`config.mk`:
```
export PLATFORM = sky130hd
export DESIGN_NAME = mmsp_front
export DESIGN_NICKNAME = d
export VERILOG_FILES = /design/src/sv/mmsp_pkg.sv /design/src/sv/mmsp_front.sv
export SDC_FILE = /design/constraint.sdc
export NUM_CORES = 1
export LEC_CHECK = 0
export BUFFER_PORTS_ARGS = -buffer_cell sky130_fd_sc_hd__clkbuf_2
export CORE_AREA = 2 2 182 184
export DETAILED_ROUTE_END_ITERATION = 8
export DIE_AREA = 0 0 184 186
export GPL_ROUTABILITY_DRIVEN = 0
export HOLD_SLACK_MARGIN = 0.05
export PLACE_DENSITY = 0.64
export SYNTH_ARGS = -nofsm -noshare
export SYNTH_HDL_FRONTEND = slang
export SYNTH_SLANG_ARGS = --single-unit
```
`constraint.sdc`:
```
create_clock -name i_clk -period 6.3 [get_ports i_clk]
set_input_delay 0 -clock i_clk [delete_from_list [all_inputs] [get_ports i_clk]]
set_output_delay 0 -clock i_clk [all_outputs]
set_load 0.02 [all_outputs]
```
`src/sv/mmsp_pkg.sv`:
```
// ----------------------------------------------------------------------------
// mmsp_pkg : shared types and constants for motion model state prediction
// Fixed-point formats, item layout, queue status and CORDIC tables.
// ----------------------------------------------------------------------------
package mmsp_pkg;

    localparam int WORD_BITS  = 32;
    localparam int FRAC_BITS  = 16;
    localparam int DT_BITS    = 24;
    localparam int THR_BITS   = 16;
    localparam int KIND_BITS  = 2;

    // (dt * word) >> FRAC_BITS
    localparam int MULW_BITS  = WORD_BITS + DT_BITS + 1;
    localparam int PROD_BITS  = MULW_BITS - FRAC_BITS;
    // heading after advance
    localparam int ANG_BITS   = PROD_BITS + 1;
    localparam int MAG_BITS   = ANG_BITS - 1;

    // angle reduction modulo 2*pi (FRAC_BITS fraction bits)
    localparam int REM_BITS   = 19;
    localparam logic [REM_BITS-1:0] TWO_PI_F = 19'd411775;
    localparam int MOD_STEPS  = 23;

    // CORDIC in Q6.30
    localparam int Q30_BITS     = 36;
    localparam int CORDIC_ITERS = 30;
    localparam int TRIG_BITS    = 20;
    localparam int CORDIC_LAT   = 1 + MOD_STEPS + 2 + CORDIC_ITERS + 1;
    localparam logic signed [Q30_BITS-1:0] K_Q30       = 36'sd652032874;
    localparam logic signed [Q30_BITS-1:0] PI_Q30      = 36'sd3373259426;
    localparam logic signed [Q30_BITS-1:0] HALF_PI_Q30 = 36'sd1686629713;
    localparam logic signed [Q30_BITS-1:0] TWO_PI_Q30  = 36'sd6746518852;

    // arc ratio divider
    localparam int NUM_BITS = WORD_BITS + FRAC_BITS;
    localparam int QUO_BITS = NUM_BITS + 1;
    localparam int DIV_LAT  = 1 + NUM_BITS + 1;

    // back end datapath
    localparam int DIFF_BITS = TRIG_BITS + 1;
    localparam int MUL_BITS  = QUO_BITS + DIFF_BITS;
    localparam int SHF_BITS  = MUL_BITS - FRAC_BITS;
    localparam int SUM_BITS  = SHF_BITS + 1;

    localparam logic signed [WORD_BITS-1:0] WORD_MAX = {1'b0, {(WORD_BITS-1){1'b1}}};
    localparam logic signed [WORD_BITS-1:0] WORD_MIN = {1'b1, {(WORD_BITS-1){1'b0}}};

    // queue between front and back
    localparam int FIFO_DEPTH = 4;
    localparam int PTR_BITS   = $clog2(FIFO_DEPTH);
    localparam int CNT_BITS   = $clog2(FIFO_DEPTH + 1);

    localparam logic [THR_BITS-1:0] THR_RESET = 16'd1;

    // model kind codes on the input
    localparam logic [KIND_BITS-1:0] KIND_CV   = 2'd0;
    localparam logic [KIND_BITS-1:0] KIND_CTRV = 2'd1;

    typedef enum logic [1:0] {
        MODE_CV,
        MODE_LINE,
        MODE_ARC,
        MODE_HOLD
    } t_mode;

    typedef struct packed {
        t_mode                        mode;
        logic signed [WORD_BITS-1:0]  px;
        logic signed [WORD_BITS-1:0]  py;
        logic signed [WORD_BITS-1:0]  pz;
        logic signed [WORD_BITS-1:0]  th;
        logic signed [WORD_BITS-1:0]  v;
        logic signed [WORD_BITS-1:0]  w;
        logic [DT_BITS-1:0]           dt;
    } t_item;

    typedef struct packed {
        logic                full;
        logic                empty;
        logic [CNT_BITS-1:0] count;
    } t_q_stat;

    function automatic logic signed [Q30_BITS-1:0] atan_q30(input int idx);
        logic signed [Q30_BITS-1:0] val;
        val = '0;
        case (idx)
            0:  val = 36'sd843314857;
            1:  val = 36'sd497837829;
            2:  val = 36'sd263043837;
            3:  val = 36'sd133525159;
            4:  val = 36'sd67021687;
            5:  val = 36'sd33543516;
            6:  val = 36'sd16775851;
            7:  val = 36'sd8388437;
            8:  val = 36'sd4194283;
            9:  val = 36'sd2097149;
            10: val = 36'sd1048576;
            default: val[30-idx] = 1'b1;
        endcase
        return val;
    endfunction

endpackage

```
`src/sv/mmsp_front.sv`:
```
// ----------------------------------------------------------------------------
// mmsp_front : input stage and classifier
// Accepts input beats, picks the motion mode and pushes items to the queue.
// ----------------------------------------------------------------------------
module mmsp_front import mmsp_pkg::*; (
    input  logic                        i_clk,
    input  logic                        i_rst_n,
    input  logic                        i_valid,
    output logic                        o_ready,
    input  logic [KIND_BITS-1:0]        i_model_kind,
    input  logic signed [WORD_BITS-1:0] i_pos_x,
    input  logic signed [WORD_BITS-1:0] i_pos_y,
    input  logic signed [WORD_BITS-1:0] i_pos_z,
    input  logic signed [WORD_BITS-1:0] i_heading,
    input  logic signed [WORD_BITS-1:0] i_speed,
    input  logic signed [WORD_BITS-1:0] i_turn_rate,
    input  logic [DT_BITS-1:0]          i_step_time,
    input  logic                        i_cfg_valid,
    output logic                        o_cfg_ready,
    input  logic [THR_BITS-1:0]         i_cfg_data,
    input  t_q_stat                     i_stat,
    output logic                        o_push,
    output t_item                       o_item
);

    logic [THR_BITS-1:0] r_thr;
    logic                r_f_valid;
    t_item               r_f_item;
    t_item               n_f_item;
    logic [WORD_BITS-1:0] l_wmag;
    logic                l_accept;

    assign o_cfg_ready = 1'b1;
    assign o_push      = r_f_valid && !i_stat.full;
    assign o_ready     = !r_f_valid || !i_stat.full;
    assign l_accept    = i_valid && o_ready;
    assign o_item      = r_f_item;

    assign l_wmag = i_turn_rate[WORD_BITS-1] ? WORD_BITS'(-i_turn_rate)
                                              : WORD_BITS'(i_turn_rate);

    always_comb begin
        n_f_item    = '0;
        n_f_item.px = i_pos_x;
        n_f_item.py = i_pos_y;
        n_f_item.pz = i_pos_z;
        n_f_item.th = i_heading;
        n_f_item.v  = i_speed;
        n_f_item.w  = i_turn_rate;
        n_f_item.dt = i_step_time;
        case (i_model_kind)
            KIND_CV: n_f_item.mode = MODE_CV;
            KIND_CTRV: begin
                // run straight on a small or zero turn rate
                if (i_turn_rate == '0 || l_wmag < WORD_BITS'(r_thr)) begin
                    n_f_item.mode = MODE_LINE;
                end else begin
                    n_f_item.mode = MODE_ARC;
                end
            end
            default: n_f_item.mode = MODE_HOLD;
        endcase
    end

    always_ff @(posedge i_clk) begin
        if (!i_rst_n) begin
            r_thr     <= THR_RESET;
            r_f_valid <= 1'b0;
        end else begin
            if (i_cfg_valid) begin
                r_thr <= i_cfg_data;
            end
            if (l_accept) begin
                r_f_valid <= 1'b1;
            end else if (o_push) begin
                r_f_valid <= 1'b0;
            end
        end
    end

    always_ff @(posedge i_clk) begin
        if (l_accept) begin
            r_f_item <= n_f_item;
        end
    end

endmodule

```
==> results.sh <==
export IMPL_synth_cell_types=45
export IMPL_rr_worst_depth=10
export IMPL_power_frac_clock_pct=40.0
export IMPL_wire_per_inst_um=18.7
export IMPL_startpoint="i_turn_rate[2]"
export IMPL_vias=7075
export IMPL_switchingPower_mw=0.974
export IMPL_synth_xor_area_share_pct=1.45
export IMPL_initial_core_util_pct=26.2
export IMPL_worstSetupPathType="in -> reg"
export IMPL_layout_nets=1460
export IMPL_multi_input_area_um2=1440
export IMPL_p_leak_nw=6.23
export IMPL_crit_path_end_kind="register"
export IMPL_rrSetupSlack_ns=3.01
export IMPL_numCtsBuffers=28
export IMPL_root_buffer="clkbuf_16"
export IMPL_hp_class="in -> reg"
export IMPL_p_comb_share_pct=13.8
export IMPL_synthMuxAreaShare_pct=2.50
export IMPL_clock_fmax_mhz=262
export IMPL_finalMaxSlewViolations=0
export IMPL_die_area_um2=34200
export IMPL_path_clk_slew_ns=0.06
export IMPL_grt_start_max_net_pins=108
export IMPL_crit_reg2reg_launch="r_thr[2]"
export IMPL_hold_path_startpoint="i_turn_rate[31]"
export IMPL_synthSimpleGateAreaFrac_pct=7.38
export IMPL_io_pins=464
export IMPL_die_x_um=184
export IMPL_cp_start_kind="input port"
export IMPL_cts_setup_buffers=0
export IMPL_post_dp_hpwl_mm=21.1
export IMPL_rsz0062_at_grt="false"
export IMPL_period_share_pct=60.5
export IMPL_final_common_cell="clkbuf_2"
export IMPL_syn_num_nets=725
export IMPL_switching_share_pct=24.5
export IMPL_htreeDepth=1
export IMPL_intPower_mw=3.01
export IMPL_setup_tns_final_ns=0
export IMPL_post_synth_cell_area_avg_um2=18.1
export IMPL_antenna_found_initial=3
export IMPL_seq_power_share_pct=46.3
export IMPL_fillers=2862
export IMPL_worst_slew_pin_slew_ns=1.06
export IMPL_critical_path_arrival_ns=4.11
export IMPL_regArea_um2=6890
export IMPL_worstSkewPairLatency_ns=0.55
export IMPL_core_area_um2=32200
export IMPL_cap_violations=0
export IMPL_status="completed"
export IMPL_syn_inst=466
export IMPL_die_y_um=186
export IMPL_fin_skew_ns=0.00743
export IMPL_io_buffers=458
export IMPL_min_period_ns=3.81
export IMPL_slew_limit_headroom_pct=29.2
export IMPL_synth_top_family_by_area="simple AND/OR/NAND/NOR gates"
export IMPL_clock_sinks=235
export IMPL_drive_above_1_share_pct=41.8
export IMPL_synth_fa_ha_area_share_pct=2.37
export IMPL_synth_yosys_seq_area_share_pct=81.6
export IMPL_grt_pass1_wl_mm=42.8
export IMPL_dp_cells=1326
export IMPL_final_cell_mix="clkbuf_2 (458), dlygate4sd3_1 (253), edfxtp_1 (218)"
export IMPL_setup_viol=0
export IMPL_yosysTopAreaCell="edfxtp_1"
export IMPL_cts_tree="done"
export IMPL_final_cells=1634
export IMPL_netlist_area_um2=8440
export IMPL_synth_seq_cells=235
export IMPL_drc=0
export IMPL_grt_util_all_layers_pct=16.7
export IMPL_peakVddDrop_v=0.000188
export IMPL_placementRows=66
export IMPL_synth_top_area_share_pct=77.5
export IMPL_drtAntennaViolNets=0
export IMPL_hold_viol=0
export IMPL_drtIter0Drc=452
export IMPL_synth_compound_area_share_pct=3.23
export IMPL_critPathRequiredTime_ns=6.60
export IMPL_synth_area_leaders="edfxtp_1 (78%), dfxtp_1 (4.0%), ha_1 (2.4%)"
export IMPL_hold_path_cell_count=1
export IMPL_via_per_inst=4.33
export IMPL_wl_mm=30.5
export IMPL_clockBufferDepth=3
export IMPL_synthToLayoutAreaGrowth_pct=74.0
export IMPL_crit_fanout=6
export IMPL_globalRouteOverflowTotal=0
export IMPL_synth_warnings=0
export IMPL_power_density_nw_per_um2=271
export IMPL_grt_pass1_vias=7157
export IMPL_drt_pass1_iterations=5
[power by group through the flow]
stage,sequential [mW],clock (mW),combinational [mW]
after floorplan,2.00,0,0.0945
after global placement,1.87,0,0.410
after detailed placement,1.87,0,0.415
after CTS,1.84,1.64,0.550
after global routing,1.85,1.69,0.587
final,1.84,1.59,0.549
[sequential cells by signal, summed over array words and instances, names as in the netlist]
name,flops
r_f_valid,1
o_item,218
r_thr,16
[synthesized netlist by cell type (all sizes together)]
library cell  instances
nor2                 17
clkbuf                6
nand2b                3
ha                   16
a41oi                 1
or4                   4
mux2i                20
nor2b                18
o22a                  1
o41ai                 2
edfxtp              218
nor4                 10
inv                  22
mux2                  1
nor4b                 2
a211oi                2
nand4                 4
o22ai                 3
a31oi                 1
nand2                22
and4                  1
o21a                  1
o311ai                2
o311a                 1
nor3                 10
conb                  1
and2                  1
nand3                10
a21oi                 7
buf                   2
a41o                  1
or3                   6
dfxtp                17
o21ai                11
a21o                  1
xnor2                14
o31ai                 5
a2111oi               2
[final cells by class]
| type | instances | area share (%) |
|---|---|---|
| Tap cell | 408 | 3.47 |
| Inverter | 22 | 0.562 |
| Multi-Input combinational cell | 201 | 9.77 |
| Clock inverter | 17 | 1.32 |
| Sequential cell | 235 | 46.9 |
| Clock buffer | 35 | 4.95 |
| Timing Repair Buffer | 713 | 33.0 |
| Antenna cell | 3 | 0.0511 |
[worst max-delay path, stage by stage]
cell           delay (ns)
dlygate4sd3_1        0.55
clkbuf_2             0.17
nor2_1               0.18
nand3_1              0.12
o41ai_1              0.34
xnor2_1              0.14
ha_1                 0.31
nand2_1              0.07
or4_1                0.52
a2111oi_0            0.54
nor4_1               0.15
and4_1               0.22
a41o_1               0.25
dlygate4sd3_1        0.55
[per-layer routing]
layer  GRT usage [%]  share of wire (%)  up-vias  wire, um
met4            9.38                5.7        0      1760
li1                -                  -     3277         -
met2            29.0                 50      341     15200
met5               0                  0        -         0
met3            4.09                6.9       82      2100
met1            18.9                 37     3375     11400
[repair_timing]
action	CTS	global route
endpoints found under the hold margin	263	0
gates resized for setup	0	0
hold buffers	253	0
[kinds of logic after synthesis]
group / count (synthesis)
other: 1
multiplexers: 21
AO/OA/AOI/OAI: 41
XOR/XNOR: 14
buffers and inverters: 30
flip-flops: 235
adder cells (fa/ha/maj): 16
AND/OR/NAND/NOR: 108
[stage by stage]
step | util, % | instance area, um2 | hold slack, ns | total power, mW | setup slack, ns
after CTS | 45.6 | 14700 | 0.0824 | 4.03 | 2.44
after floorplan | - | 8440 | 0.0781 | 2.09 | 0.204
after global routing | 45.6 | 14700 | 0.136 | 4.13 | 2.23
final | 45.6 | 14700 | 0.134 | 3.98 | 2.49
after detailed placement | 34.9 | 11200 | 0.179 | 2.29 | 2.98
after global placement | 34.9 | 11200 | 0.177 | 2.28 | 3.04
[worst paths after layout]
check / end
worst max register to register: o_item[216]
worst min-delay path: o_item[55]
worst min register to register: o_item[33]
worst max-delay path: o_item[216]
No activity file was read; power rests on OpenSTA's default activity.
