[config.mk]
export PLATFORM = sky130hd
export DESIGN_NAME = mmsp_fifo
export DESIGN_NICKNAME = d
export VERILOG_FILES = /design/src/sv/mmsp_pkg.sv /design/src/sv/mmsp_fifo.sv
export SDC_FILE = /design/constraint.sdc
export NUM_CORES = 1
export LEC_CHECK = 0
export BUFFER_PORTS_ARGS = -buffer_cell sky130_fd_sc_hd__buf_4
export CELL_PAD_IN_SITES_DETAIL_PLACEMENT = 1
export CELL_PAD_IN_SITES_GLOBAL_PLACEMENT = 2
export CORE_MARGIN = 2
export CORE_UTILIZATION = 45
export CTS_BUF_LIST = sky130_fd_sc_hd__clkbuf_16
export DETAILED_ROUTE_END_ITERATION = 12
export PLACE_DENSITY = 0.77
export SYNTH_ARGS = -nofsm -noshare
export SYNTH_HDL_FRONTEND = slang
export SYNTH_SLANG_ARGS = --single-unit
[constraint.sdc]
create_clock -name i_clk -period 18.4 [get_ports i_clk]
set_input_delay 1.84 -clock i_clk [delete_from_list [all_inputs] [get_ports i_clk]]
set_output_delay 1.84 -clock i_clk [all_outputs]
set_load 0.02 [all_outputs]
[src/sv/mmsp_pkg.sv]
// ----------------------------------------------------------------------------
// mmsp_pkg : shared types and constants for motion model state prediction
// Fixed-point formats, item layout, queue status and CORDIC tables.
// ----------------------------------------------------------------------------
package mmsp_pkg;

    localparam int WORD_BITS  = 32;
    localparam int FRAC_BITS  = 16;
    localparam int DT_BITS    = 24;
    localparam int THR_BITS   = 16;
    localparam int KIND_BITS  = 2;

    // (dt * word) >> FRAC_BITS
    localparam int MULW_BITS  = WORD_BITS + DT_BITS + 1;
    localparam int PROD_BITS  = MULW_BITS - FRAC_BITS;
    // heading after advance
    localparam int ANG_BITS   = PROD_BITS + 1;
    localparam int MAG_BITS   = ANG_BITS - 1;

    // angle reduction modulo 2*pi (FRAC_BITS fraction bits)
    localparam int REM_BITS   = 19;
    localparam logic [REM_BITS-1:0] TWO_PI_F = 19'd411775;
    localparam int MOD_STEPS  = 23;

    // CORDIC in Q6.30
    localparam int Q30_BITS     = 36;
    localparam int CORDIC_ITERS = 30;
    localparam int TRIG_BITS    = 20;
    localparam int CORDIC_LAT   = 1 + MOD_STEPS + 2 + CORDIC_ITERS + 1;
    localparam logic signed [Q30_BITS-1:0] K_Q30       = 36'sd652032874;
    localparam logic signed [Q30_BITS-1:0] PI_Q30      = 36'sd3373259426;
    localparam logic signed [Q30_BITS-1:0] HALF_PI_Q30 = 36'sd1686629713;
    localparam logic signed [Q30_BITS-1:0] TWO_PI_Q30  = 36'sd6746518852;

    // arc ratio divider
    localparam int NUM_BITS = WORD_BITS + FRAC_BITS;
    localparam int QUO_BITS = NUM_BITS + 1;
    localparam int DIV_LAT  = 1 + NUM_BITS + 1;

    // back end datapath
    localparam int DIFF_BITS = TRIG_BITS + 1;
    localparam int MUL_BITS  = QUO_BITS + DIFF_BITS;
    localparam int SHF_BITS  = MUL_BITS - FRAC_BITS;
    localparam int SUM_BITS  = SHF_BITS + 1;

    localparam logic signed [WORD_BITS-1:0] WORD_MAX = {1'b0, {(WORD_BITS-1){1'b1}}};
    localparam logic signed [WORD_BITS-1:0] WORD_MIN = {1'b1, {(WORD_BITS-1){1'b0}}};

    // queue between front and back
    localparam int FIFO_DEPTH = 4;
    localparam int PTR_BITS   = $clog2(FIFO_DEPTH);
    localparam int CNT_BITS   = $clog2(FIFO_DEPTH + 1);

    localparam logic [THR_BITS-1:0] THR_RESET = 16'd1;

    // model kind codes on the input
    localparam logic [KIND_BITS-1:0] KIND_CV   = 2'd0;
    localparam logic [KIND_BITS-1:0] KIND_CTRV = 2'd1;

    typedef enum logic [1:0] {
        MODE_CV,
        MODE_LINE,
        MODE_ARC,
        MODE_HOLD
    } t_mode;

    typedef struct packed {
        t_mode                        mode;
        logic signed [WORD_BITS-1:0]  px;
        logic signed [WORD_BITS-1:0]  py;
        logic signed [WORD_BITS-1:0]  pz;
        logic signed [WORD_BITS-1:0]  th;
        logic signed [WORD_BITS-1:0]  v;
        logic signed [WORD_BITS-1:0]  w;
        logic [DT_BITS-1:0]           dt;
    } t_item;

    typedef struct packed {
        logic                full;
        logic                empty;
        logic [CNT_BITS-1:0] count;
    } t_q_stat;

    function automatic logic signed [Q30_BITS-1:0] atan_q30(input int idx);
        logic signed [Q30_BITS-1:0] val;
        val = '0;
        case (idx)
            0:  val = 36'sd843314857;
            1:  val = 36'sd497837829;
            2:  val = 36'sd263043837;
            3:  val = 36'sd133525159;
            4:  val = 36'sd67021687;
            5:  val = 36'sd33543516;
            6:  val = 36'sd16775851;
            7:  val = 36'sd8388437;
            8:  val = 36'sd4194283;
            9:  val = 36'sd2097149;
            10: val = 36'sd1048576;
            default: val[30-idx] = 1'b1;
        endcase
        return val;
    endfunction

endpackage

[src/sv/mmsp_fifo.sv]
// ----------------------------------------------------------------------------
// mmsp_fifo : short item queue between front and back
// First-word-fall-through register queue with full/empty/count status.
// ----------------------------------------------------------------------------
module mmsp_fifo import mmsp_pkg::*; (
    input  logic    i_clk,
    input  logic    i_rst_n,
    input  logic    i_push,
    input  t_item   i_data,
    input  logic    i_pop,
    output t_item   o_data,
    output t_q_stat o_stat
);

    t_item               r_mem [FIFO_DEPTH];
    logic [PTR_BITS-1:0] r_wr;
    logic [PTR_BITS-1:0] r_rd;
    logic [CNT_BITS-1:0] r_cnt;

    assign o_data       = r_mem[r_rd];
    assign o_stat.full  = (r_cnt == CNT_BITS'(FIFO_DEPTH));
    assign o_stat.empty = (r_cnt == '0);
    assign o_stat.count = r_cnt;

    always_ff @(posedge i_clk) begin
        if (!i_rst_n) begin
            r_wr  <= '0;
            r_rd  <= '0;
            r_cnt <= '0;
        end else begin
            if (i_push) begin
                r_wr <= r_wr + 1'b1;
            end
            if (i_pop) begin
                r_rd <= r_rd + 1'b1;
            end
            if (i_push && !i_pop) begin
                r_cnt <= r_cnt + 1'b1;
            end else if (!i_push && i_pop) begin
                r_cnt <= r_cnt - 1'b1;
            end
        end
    end

    always_ff @(posedge i_clk) begin
        if (i_push) begin
            r_mem[r_wr] <= i_data;
        end
    end

endmodule

==> results by group, run 1 <==
Power and ir drop
  – Internal Dissipation: 0.003583 W
  – Reg power frac: 50.3%
  – Clk pwr share: 38.3%
  – Pwr dens: 118.9 nW/um^2
  – Comb pwr share: 11.4%
  – Switching Share: 23.00%
  – Max IR drop VDD: 95.59 uV
  – Switching power: 0.001071 W
  – Leakage: 13.14 nW

Global routing
  – First-pass GRT wire length: 103600 um
  – GRT met2 Usage: 32.31%
  – GRT busiest layer: met2
  – GR Util met1: 23.41%
  – Vias in the first global route: 15785
  – GRT Overall Usage: 19.14%
  – Global route overflow: 0
  – Global Route met3 Usage: 6.757%
  – Number of antenna violations at the first check in global routing: 7
  – Largest net degree at the start of global routing: 71

CTS
  – Reg clk slew, reported paths: 0.06 ns
  – Postcts setup bufs: 0
  – H-Tree Depth: 3
  – Post-cts resize count: 0
  – Clock sinks: 881
  – Root buf cell: clkbuf_16
  – Clk Latency, worst-skew pair: 0.62 ns
  – CTS Hold Bufs: 0
  – CTS tree: done
  – CTS buffer count: 90
  – CTS max path bufs: 3

Worst setup path
  – Worst Setup Start Kind: flip-flop
  – Critical Path RT: 16.56 ns
  – CP Class: reg -> out
  – Worst Path Max Fanout: 43
  – Critical Path AT: 4.02 ns
  – Setup crit end kind: output pin

Die
  – Die W: 269.9 um
  – Die Y: 269.9 um
  – Core area: 70030 um^2
  – Starting Density: 45.44%
  – Io pins: 445
  – # rows: 97
  – Die Area: 72850 um^2

Detailed routing
  – Remaining antenna violation count: 0
  – Vias: 14326
  – DRC viols: 0
  – Drt wl/cell: 25.55 um
  – Vias/cell: 5.292
  – Routed Wire Length: 69160 um
  – Starting DRT DRC Count: 852
  – DR pass1 iterations: 7

STA
  – Slew @ Worst Pin: 1.089 ns
  – Hold Fails Final Rpt: 0
  – Fmax: 170.6 MHz
  – Slew Viols, Final: 0
  – Clk_skew: 0.02003 ns
  – Final period utilization: 31.86%
  – Min Clock Period, post-route: 5.863 ns
  – Relative slew margins: 27.38%
  – Final setup violation count: 0
  – Final WS setup: 12.54 ns
  – TNS Setup: 0 ns
  – RSZ-0062 raised after global routing: no

Synth
  – Fraction of registers with async set/reset: 0%
  – Syn Nets: 1409
  – Largest cells by area after synthesis: edfxtp_1, mux4_2, dfxtp_1
  – Synth unique cells: 22
  – Area leader, netlist: edfxtp_1
  – Post-synth EDFFs: 872
  – Yosys warns: 0
  – Main synth FF type: edfxtp_1
  – Synthesized instance count: 1181
  – Cell Area, Synth: 31820 um^2
  – Sequential share of the synthesized area: 82.86%
  – Flip-flop and latch count after synthesis: 881
  – Mapped Avg Cell Area: 26.94 um^2
  – Post-synth top area share: 82.29%

Finish
  – Commonest cells after routing, fill and taps aside: edfxtp_1, buf_4, mux4_2
  – Share of post-route cells with drive strength above 1: 46.40%
  – P&R area growth vs syn: 23.02%
  – Most common cell after layout, fill and taps aside: edfxtp_1
  – Fillers: 5940
  – # nets final: 1916

Placed design
  – # port buffers: 444
  – Routability congestion estimate from global placement: 0.7304
  – Pre-CTS setup slack: 12.99 ns
  – Hpwl dp: 43260 um

Flow run
  – Maxcap violations: 0

Min path
  – Worst hold path class: reg -> reg

Outcome
  – Status: complete, no violations
## worst max-delay path: stages (launching register included)
cell and delay [ns]:
dfxtp_4 0.88, buf_4 0.81, buf_4 0.84, mux4_2 0.63, buf_4 0.18
## final cells by class
class / instances / area (um^2) / area share (%)
inverters: 4 / 15.01 / 0.03836
diodes: 2 / 5.005 / 0.01279
flip-flops and latches: 881 / 26370 / 67.38
clock inverters: 77 / 625.6 / 1.598
clock buffers: 92 / 2302 / 5.882
repair buffers: 463 / 3476 / 8.880
multi-input cells: 248 / 5170 / 13.21
well taps: 940 / 1176 / 3.005
## per-stage QoR
step / hold slack [ns] / std cells / util [%] / power, W / cell area [um^2]
floorplan: 0.5276 / 1181 / - / 0.002690 / 31820
global route: 0.6034 / 2705 / 55.89 / 0.004814 / 39140
CTS: 0.5741 / 2705 / 55.89 / 0.004714 / 39140
detailed placement: 0.5703 / 2536 / 51.71 / 0.002928 / 36210
global placement: 0.5289 / 2536 / 51.71 / 0.002913 / 36210
finish: 0.5702 / 2707 / 55.90 / 0.004654 / 39140
## power groups by stage
stage | registers, W | clock network [W] | logic, W
2_1_floorplan | 0.00239 | 0 | 0.000305
3_3_place_gp | 0.00238 | 0 | 0.000536
3_5_place_dp | 0.00238 | 0 | 0.000543
4_1_cts | 0.00234 | 0.00183 | 0.000546
5_1_grt | 0.00235 | 0.00190 | 0.000567
6_report | 0.00234 | 0.00178 | 0.000533
## cells in the mapped netlist, types with 2 or more instances
library cell and n:
and2_1 9, nor2b_1 2, buf_1 9, buf_2 22
inv_1 4, xor2_1 3, xnor2_1 2, ha_1 5
buf_6 3, mux4_2 218, dfxtp_1 9, buf_4 13
mux2i_1 2, edfxtp_1 872
## state kept, by name, summed over array words and instances (netlist names), named ones only
register / flops
r_cnt: 3
r_mem: 872
r_wr: 2
r_rd: 2
## final timing paths
check	startpoint	end	slack (ns)	cells after the start
setup / recovery	flip-flop	o_data[135]	12.54	4
hold / removal	r_wr[1]$_SDFFE_PN0P_	r_wr[1]$_SDFFE_PN0P_	0.57	2
setup reg to reg	r_wr[0]$_SDFFE_PN0P_	r_mem[3][143]$_DFFE_PP_	14.99	4
hold reg to reg	r_wr[1]$_SDFFE_PN0P_	r_wr[1]$_SDFFE_PN0P_	0.57	2
## cell families after synthesis
group / Yosys count / synth area share [%]
adders and majority gates: 6 / 0.2595
and+or+nand+nor: 15 / 0.2870
xor gates and xnor gates: 5 / 0.1377
DFF: 881 / 82.86
muxes: 220 / 15.49
AOI/OAI and AO/OA: 2 / 0.03932
buffers and inverters: 52 / 0.9240
## routing by layer
layer | part of all wire [%] | wire (um)
met5 | 0.080 | 55
met1 | 38 | 26160
met2 | 52 | 35680
met3 | 8.4 | 5802
met4 | 2.1 | 1463
(Power assumes the default switching activity.)
==> inputs of run 2 (changes only) <==
--- a/config.mk
+++ b/config.mk
@@ -5,14 +5,15 @@
 export SDC_FILE = /design/constraint.sdc
 export NUM_CORES = 1
 export LEC_CHECK = 0
+export ABC_AREA = 1
 export BUFFER_PORTS_ARGS = -buffer_cell sky130_fd_sc_hd__buf_4
 export CELL_PAD_IN_SITES_DETAIL_PLACEMENT = 1
 export CELL_PAD_IN_SITES_GLOBAL_PLACEMENT = 2
 export CORE_MARGIN = 2
-export CORE_UTILIZATION = 45
+export CORE_UTILIZATION = 37
 export CTS_BUF_LIST = sky130_fd_sc_hd__clkbuf_16
 export DETAILED_ROUTE_END_ITERATION = 12
-export PLACE_DENSITY = 0.77
+export PLACE_DENSITY = 0.74
 export SYNTH_ARGS = -nofsm -noshare
 export SYNTH_HDL_FRONTEND = slang
 export SYNTH_SLANG_ARGS = --single-unit
==> constraint.sdc (replaced) <==
create_clock -name i_clk -period 4.8 [get_ports i_clk]
set_input_delay 0.48 -clock i_clk [delete_from_list [all_inputs] [get_ports i_clk]]
set_output_delay 0.48 -clock i_clk [all_outputs]
set_load 0.02 [all_outputs]
==> run 2 against run 1 <==
Against the previous run:
- cell area up 6.3%
- global-route usage increased by 0.35 points
- critical path depth is 1 higher
- register-to-register slack got worse by 13 ns
- worst hold slack lost 0.53 ns
- largest power group unchanged
- sequential share of layout area shrank 4.0 points
- clock power grew to 3.8 times the previous value
- first-iteration DRC count grew 43%
- via count rose by 45%
- synthesized cell count up 83%
- sequential power grew to 3.8 times the previous value
- die area increased by 24%
- highest routed layer unchanged
==> results by group, run 2 <==
Power and ir drop
  – Max IR drop VDD: 286.8 uV (+200%)
  – Clk pwr share: 37.9% (-0.4 points)
  – Switching power: 0.004358 W (+310%)
  – Leakage: 14.47 nW (+10%)
  – Switching Share: 24.61% (+1.6 points)
  – Reg power frac: 50.3% (about the same)
  – Comb pwr share: 11.8% (+0.4 points)
  – Internal Dissipation: 0.01335 W (+270%)
  – Pwr dens: 425.6 nW/um^2 (+260%)
  – Power Total: 0.01771 W (+280%)

Synth
  – Largest cells by area after synthesis: edfxtp_1, o21ai_0, nor2_1
  – Area leader, netlist: edfxtp_1
  – Syn Nets: 2394 (+70%)
  – Mapped Avg Cell Area: 15.00 um^2 (-44%)
  – Post-synth top cells: edfxtp_1, nor2_1, o21ai_0, o22ai_1, clkbuf_1
  – Yosys warns: 0 (unchanged)
  – Top-count cell post-synth: edfxtp_1
  – Fraction of registers with async set/reset: 0% (unchanged)
  – Flip-flop and latch count after synthesis: 881 (unchanged)
  – Main synth FF type: edfxtp_1
  – Cell Area, Synth: 32490 um^2 (+2.1%)
  – Synth unique cells: 19 (-14%)
  – Post-synth top area share: 80.60% (-1.7 points)
  – Synthesized instance count: 2166 (+83%)
  – Sequential share of the synthesized area: 81.15% (-1.7 points)
  – Post-synth EDFFs: 872 (unchanged)

Global routing
  – Global route overflow: 0 (unchanged)
  – Largest net degree at the start of global routing: 248 (+250%)
  – First-pass GRT wire length: 135100 um (+30%)
  – GRT busiest layer: met2
  – GRT met2 Usage: 34.05% (+1.7 points)
  – Vias in the first global route: 23010 (+46%)
  – GR Util met1: 23.90% (+0.49 points)
  – Global Route met3 Usage: 4.278% (-2.5 points)
  – Number of antenna violations at the first check in global routing: 7 (unchanged)
  – GRT Overall Usage: 19.49% (+0.35 points)

CTS
  – CTS buffer count: 94 (+4.4%)
  – H-Tree Depth: 3 (unchanged)
  – Clk Latency, worst-skew pair: 0.65 ns (+0.03 ns)
  – Post-cts resize count: 0 (unchanged)
  – Root buf cell: clkbuf_16
  – CTS tree: done
  – Clock sinks: 881 (unchanged)
  – CTS max path bufs: 3 (unchanged)
  – Reg clk slew, reported paths: 0.06 ns (about the same)

Finish
  – # nets final: 2991 (+56%)
  – Register bank with the most flops: r_mem
  – Share of post-route cells with drive strength above 1: 21.19% (-25 points)
  – Top Registers: r_mem (872), r_cnt (3)
  – Max reg flops: 872 (unchanged)
  – P&R area growth vs syn: 28.08%
  – Most common cell after layout, fill and taps aside: edfxtp_1
  – Final instance area: 41610 um^2 (+6.3%)
  – Post-Layout Cell Count: 3994 (+48%)
  – Commonest cells after routing, fill and taps aside: edfxtp_1, buf_4, nor2_1
  – Fillers: 8594 (+45%)
  – Fin util: 47.89% (-8.0 points)

STA
  – Min Clock Period, post-route: 4.061 ns
  – Relative slew margins: 25.27% (-2.1 points)
  – TNS Setup: 0 ns (unchanged)
  – Hold Fails Final Rpt: 0 (unchanged)
  – Final period utilization: 84.60%
  – Slew @ Worst Pin: 1.121 ns (+0.03166 ns)
  – Fmax: 246.2 MHz
  – Clk_skew: 0.02692 ns (+0.006892 ns)
  – Final setup violation count: 0 (unchanged)
  – RSZ-0062 raised after global routing: no
  – Slew Viols, Final: 0 (unchanged)

Worst setup path
  – Worst Path Max Fanout: 247 (+470%)
  – Critical Path AT: 3.58 ns (-0.44 ns)
  – Crit-path max cell delay: 0.88 ns (about the same)
  – CP bufs+invs: 3 (unchanged)
  – Worst reg-to-reg setup slack: 2.45 ns (-12.54 ns)
  – Slowest cell on crit path: clkinv_8
  – CP Cell Sequence: clkinv_8 -> buf_4 -> o21ai_0 -> o22ai_1 -> buf_4
  – Setup crit end kind: output pin
  – Reg2Reg Launch Point: r_wr[0]$_SDFFE_PN0P_
  – Reg-to-reg critical path endpoint: r_mem[3][111]$_DFFE_PP_
  – Most common cell on crit path: buf_4
  – CP Class: reg -> out
  – Reg2Reg Depth: 4 (unchanged)
  – CP top delay family: buffers and inverters
  – Critical Path RT: 4.32 ns (-12.24 ns)
  – Worst Setup Start Kind: flip-flop

Min path
  – Worst Hold End: r_mem[0][211]$_DFFE_PP_
  – WHS Path Cells: 1 (-1)
  – Worst hold path class: in -> reg
  – Hold Path Origin: i_data[211]

Placed design
  – DP Area: 37040 um^2 (+2.3%)
  – # port buffers: 444 (unchanged)
  – Hpwl dp: 50770 um (+17%)
  – Post-placement cell count: 3651 (+44%)
  – Routability congestion estimate from global placement: 0.7541 (+3.2%)

Die
  – Core area: 86890 um^2 (+24%)
  – # rows: 108 (+11%)
  – Die Area: 90190 um^2 (+24%)
  – Io pins: 445 (unchanged)
  – Starting Density: 37.39% (-8.0 points)
  – Die Y: 300.3 um (+11%)
  – Die W: 300.3 um (+11%)

Outcome
  – Status: complete, no violations

Detailed routing
  – Remaining antenna violation count: 0 (unchanged)
  – DRC viols: 0 (unchanged)
  – Vias: 20828 (+45%)
  – DR pass1 iterations: 5 (-2)
  – Routed Wire Length: 89180 um (+29%)
  – Starting DRT DRC Count: 1215 (+43%)
  – Drt wl/cell: 22.33 um (-13%)
  – Vias/cell: 5.215 (-1.5%)

Flow run
  – Maxcap violations: 0 (unchanged)
## run 2: changes by cell type after synthesis, moves of 12 or more
cell,before,now
mux4_2,218,0
nor2_1,0,441
o21ai_1,0,20
clkbuf_1,1,86
o21ai_0,1,422
inv_1,4,16
o22ai_1,0,218
buf_2,22,45
## run 2: cell families (layout without fill, tap and decap cells)
family          count (synthesis)  in the layout  share of synthesized area [%]
flops                         881            881                          81.15
compound gates                664            664                          11.07
simple gates                  454            454                          5.265
buf+inv                       161            831                          2.261
fa+ha+maj                       6              6                         0.2542
other cells                     0              3                              0
## run 2: how the worst max path moves through the flow
stage / from / endpoint / slack [ns] / depth (start not counted)
floorplan: r_wr[0]$_SDFFE_PN0P_ / r_mem[0][0]$_DFFE_PP_ / 0.47 / 4
global placement: flip-flop / o_data[184] / 1.47 / 5
detailed placement: flip-flop / o_data[101] / 1.32 / 5
CTS: flip-flop / o_data[101] / 0.61 / 5
global route: flip-flop / o_data[108] / 0.39 / 5
finish: flip-flop / o_data[36] / 0.74 / 5
## run 2: worst reg2reg max path, stage by stage, from the launching register on
cell and delay (ns):
dfxtp_1 0.33, ha_1 0.20, nand2_1 0.11, clkinvlp_4 0.73, buf_12 0.57
## run 2: power by group through the flow
stage,Combinational [W],Clock (W),Sequential [W]
after detailed placement,0.00200,0,0.00906
after CTS,0.00213,0.00690,0.00890
after global placement,0.00195,0,0.00904
after global routing,0.00227,0.00719,0.00892
final,0.00210,0.00671,0.00890
after floorplan,0.00100,0,0.00906
## run 2: metal layers
metal,up-vias,share of wire [%]
met4,10,2.5
met5,-,0.072
met1,10682,40
met3,148,6.0
li1,9421,-
met2,567,51
## run 2: cell type report
| type | count | area, um^2 | share of cell area, % |
|---|---|---|---|
| multi-input combinational | 1124 | 5389 | 12.95 |
| antenna | 3 | 7.507 | 0.01804 |
| tap | 1155 | 1445 | 3.473 |
| inverter | 17 | 96.34 | 0.2315 |
| clock inverter | 73 | 451.7 | 1.086 |
| timing repair buffer | 645 | 5445 | 13.09 |
| clock buffer | 96 | 2402 | 5.773 |
| sequential | 881 | 26370 | 63.38 |
## run 2: what timing repair did
| item | 4_1_cts | 5_1_grt |
|---|---|---|
| setup buffers | 0 | 0 |
| hold buffers | 171 | 0 |
| endpoints found under the hold margin | 650 | 0 |
## run 2: metrics by stage
stage | hold slack, ns | setup slack, ns
global placement | 0.4166 | 1.471
global route | 0.01846 | 0.3919
floorplan | 0.4115 | 0.4692
finish | 0.04463 | 0.7391
CTS | 0.0002886 | 0.6132
detailed placement | 0.4333 | 1.316
==> inputs of run 3 (changes only) <==
--- a/config.mk
+++ b/config.mk
@@ -10,10 +10,10 @@
 export CELL_PAD_IN_SITES_DETAIL_PLACEMENT = 1
 export CELL_PAD_IN_SITES_GLOBAL_PLACEMENT = 2
 export CORE_MARGIN = 2
-export CORE_UTILIZATION = 37
+export CORE_UTILIZATION = 41
 export CTS_BUF_LIST = sky130_fd_sc_hd__clkbuf_16
 export DETAILED_ROUTE_END_ITERATION = 12
-export PLACE_DENSITY = 0.74
+export PLACE_DENSITY = 0.78
 export SYNTH_ARGS = -nofsm -noshare
 export SYNTH_HDL_FRONTEND = slang
 export SYNTH_SLANG_ARGS = --single-unit
==> constraint.sdc (replaced) <==
create_clock -name i_clk -period 3.95 [get_ports i_clk]
set_input_delay 0.395 -clock i_clk [delete_from_list [all_inputs] [get_ports i_clk]]
set_output_delay 0.395 -clock i_clk [all_outputs]
set_load 0.02 [all_outputs]
==> run 3 against run 2 <==
Against the previous run:
- largest cell class unchanged
- sequential cell count did not move
- sequential share of layout area decreased by 0.61 points
- sequential power is 21% higher
==> results by group, run 3 (synthesis gave the netlist of run 2 again) <==
Outcome
  – Status: complete, no violations

Worst setup path
  – CP Class: reg -> out
  – Reg-to-reg critical path endpoint: r_mem[1][120]$_DFFE_PP_
  – Worst Path Max Fanout: 61 (-75%)
  – Worst Setup Start Kind: flip-flop
  – Reg2Reg Launch Point: r_wr[1]$_SDFFE_PN0P_
  – Most common cell on crit path: buf_4
  – CP bufs+invs: 4 (+1)
  – Setup crit end kind: output pin
  – Critical Path RT: 3.56 ns (-0.76 ns)
  – Worst reg-to-reg setup slack: 1.33 ns (-1.12 ns)
  – Crit-path max cell delay: 0.48 ns (-0.40 ns)
  – Critical Path AT: 2.82 ns (-0.76 ns)
  – CP Cell Sequence: inv_6 -> buf_12 -> buf_4 -> o21ai_0 -> o22ai_1 -> buf_4
  – Reg2Reg Depth: 6 (+2)
  – CP top delay family: buffers and inverters
  – Slowest cell on crit path: dfxtp_4

CTS
  – Reg clk slew, reported paths: 0.06 ns (about the same)
  – CTS tree: done
  – CTS buffer count: 91 (-3.2%)
  – H-Tree Depth: 3 (unchanged)
  – Clk Latency, worst-skew pair: 0.64 ns (about the same)
  – CTS max path bufs: 3 (unchanged)
  – Root buf cell: clkbuf_16
  – Post-cts resize count: 0 (unchanged)
  – Clock sinks: 881 (unchanged)

Power and ir drop
  – Reg power frac: 49.7% (-0.6 points)
  – Max IR drop VDD: 406.3 uV (+42%)
  – Leakage: 14.66 nW (+1.3%)
  – Comb pwr share: 12.0% (+0.2 points)
  – Pwr dens: 517.5 nW/um^2 (+22%)
  – Clk pwr share: 38.3% (+0.4 points)
  – Switching power: 0.005239 W (+20%)
  – Internal Dissipation: 0.01650 W (+24%)
  – Switching Share: 24.10% (-0.51 points)

STA
  – Slew Viols, Final: 0 (unchanged)
  – Final WS setup: 0.7363 ns (-0.002768 ns)
  – Min Clock Period, post-route: 3.214 ns
  – Slew @ Worst Pin: 1.266 ns (+0.1455 ns)
  – Hold Fails Final Rpt: 0 (unchanged)
  – Fmax: 311.2 MHz
  – Final setup violation count: 0 (unchanged)
  – TNS Setup: 0 ns (unchanged)
  – Relative slew margins: 15.57% (-9.7 points)
  – RSZ-0062 raised after global routing: no
  – Final period utilization: 81.36%
  – Clk_skew: 0.01931 ns (-0.007614 ns)

Detailed routing
  – Vias: 20951 (+0.59%)
  – Starting DRT DRC Count: 1185 (-2.5%)
  – Drt wl/cell: 22.25 um (-0.38%)
  – DRC viols: 0 (unchanged)
  – Routed Wire Length: 87560 um (-1.8%)
  – Remaining antenna violation count: 0 (unchanged)
  – Vias/cell: 5.323 (+2.1%)
  – DR pass1 iterations: 5 (unchanged)

Placed design
  – Routability congestion estimate from global placement: 0.7505 (-0.48%)
  – Hpwl dp: 49060 um (-3.4%)
  – Pre-CTS setup slack: 1.297 ns (-0.01920 ns)
  – # port buffers: 444 (unchanged)
  – Post-placement cell count: 3550 (-2.8%)

Die
  – Starting Density: 41.26% (+3.9 points)
  – Core area: 78740 um^2 (-9.4%)
  – Die Area: 81510 um^2 (-9.6%)
  – Die Y: 285.5 um (-4.9%)
  – Io pins: 445 (unchanged)
  – # rows: 103 (-4.6%)
  – Die W: 285.5 um (-4.9%)

Finish
  – Post-Layout Cell Count: 3936 (-1.5%)
  – Share of post-route cells with drive strength above 1: 21.50% (+0.31 points)
  – Most common cell after layout, fill and taps aside: edfxtp_1
  – Fin util: 53.36% (+5.5 points)
  – P&R area growth vs syn: 29.33%
  – Commonest cells after routing, fill and taps aside: edfxtp_1, buf_4, nor2_1
  – Fillers: 7626 (-11%)
  – Register bank with the most flops: r_mem
  – # nets final: 3039 (+1.6%)
  – Top Registers: r_mem (872), r_cnt (3)
  – Max reg flops: 872 (unchanged)

Flow run
  – Maxcap violations: 0 (unchanged)

Global routing
  – Number of antenna violations at the first check in global routing: 8 (+1)
  – Global route overflow: 0 (unchanged)
  – GRT Overall Usage: 21.11% (+1.6 points)
  – Largest net degree at the start of global routing: 235 (-5.2%)
  – Vias in the first global route: 22689 (-1.4%)
  – First-pass GRT wire length: 133200 um (-1.4%)

Min path
  – WHS Path Cells: 3 (+2)
  – Hold Path Origin: i_rst_n
  – Worst Hold End: r_cnt[2]$_SDFFE_PN0P_
  – Worst hold path class: in -> reg
-- run 3: changes by cell type in the layout (fill, tap and decap cells not counted), moves of 4 or more --
cell,change
clkbuf_16,-5
bufinv_16,+7
diode_2,+4
buf_4,+6
inv_1,-14
clkinv_2,+5
dlygate4sd3_1,+47
-- run 3: worst min-delay path, delay by kind of cell --
family                 cells  cell delay, ns
and+or+nand+nor            2            0.10
buffers and inverters      1            0.14
-- run 3: through the flow --
stage               total power [W]  hold slack (ns)  area (um^2)
global route                0.02251          0.03417        42010
floorplan                   0.01223           0.4115        32520
finish                      0.02174          0.05931        42020
global placement            0.01334           0.4343        36930
detailed placement          0.01343           0.4428        36930
CTS                         0.02199          0.01147        42000
-- run 3: worst max path at each step --
stage | startpoint | depth (start not counted) | end
3_3_place_gp | i_push | 5 | r_mem[1][135]$_DFFE_PP_
3_5_place_dp | i_push | 5 | r_mem[1][143]$_DFFE_PP_
6_report | flip-flop | 6 | o_data[32]
4_1_cts | flip-flop | 6 | o_data[3]
5_1_grt | flip-flop | 6 | o_data[3]
2_1_floorplan | r_wr[0]$_SDFFE_PN0P_ | 4 | r_mem[0][0]$_DFFE_PP_
-- run 3: final cells by class --
type / count / area [um^2] / share of cell area (%)
inverter: 17 / 96.34 / 0.2293
tap: 1050 / 1314 / 3.127
timing repair buffer: 696 / 5921 / 14.09
sequential: 881 / 26380 / 62.77
clock buffer: 91 / 2277 / 5.419
multi-input combinational: 1124 / 5404 / 12.86
antenna: 7 / 17.52 / 0.04169
clock inverter: 70 / 614.3 / 1.462
-- run 3: power by group through the flow --
stage | registers (W) | logic [W] | clock network (W)
after global placement | 0.0110 | 0.00236 | 0
final | 0.0108 | 0.00261 | 0.00833
after detailed placement | 0.0110 | 0.00243 | 0
after CTS | 0.0108 | 0.00264 | 0.00854
after floorplan | 0.0110 | 0.00122 | 0
after global routing | 0.0108 | 0.00280 | 0.00888
-- run 3: metal layers --
metal / vias up / track usage [%] / share of wire (%)
met4: 6 / 8.285 / 3.4
met2: 519 / 37.03 / 51
met5: - / 0 / 0.041
met1: 10749 / 25.56 / 40
met3: 171 / 4.354 / 5.2
li1: 9506 / - / -
-- run 3: repair_timing --
action	4_1_cts	5_1_grt
hold buffers	218	0
endpoints found under the setup margin	0	0
hold endpoints to repair	872	0
setup buffers	0	0
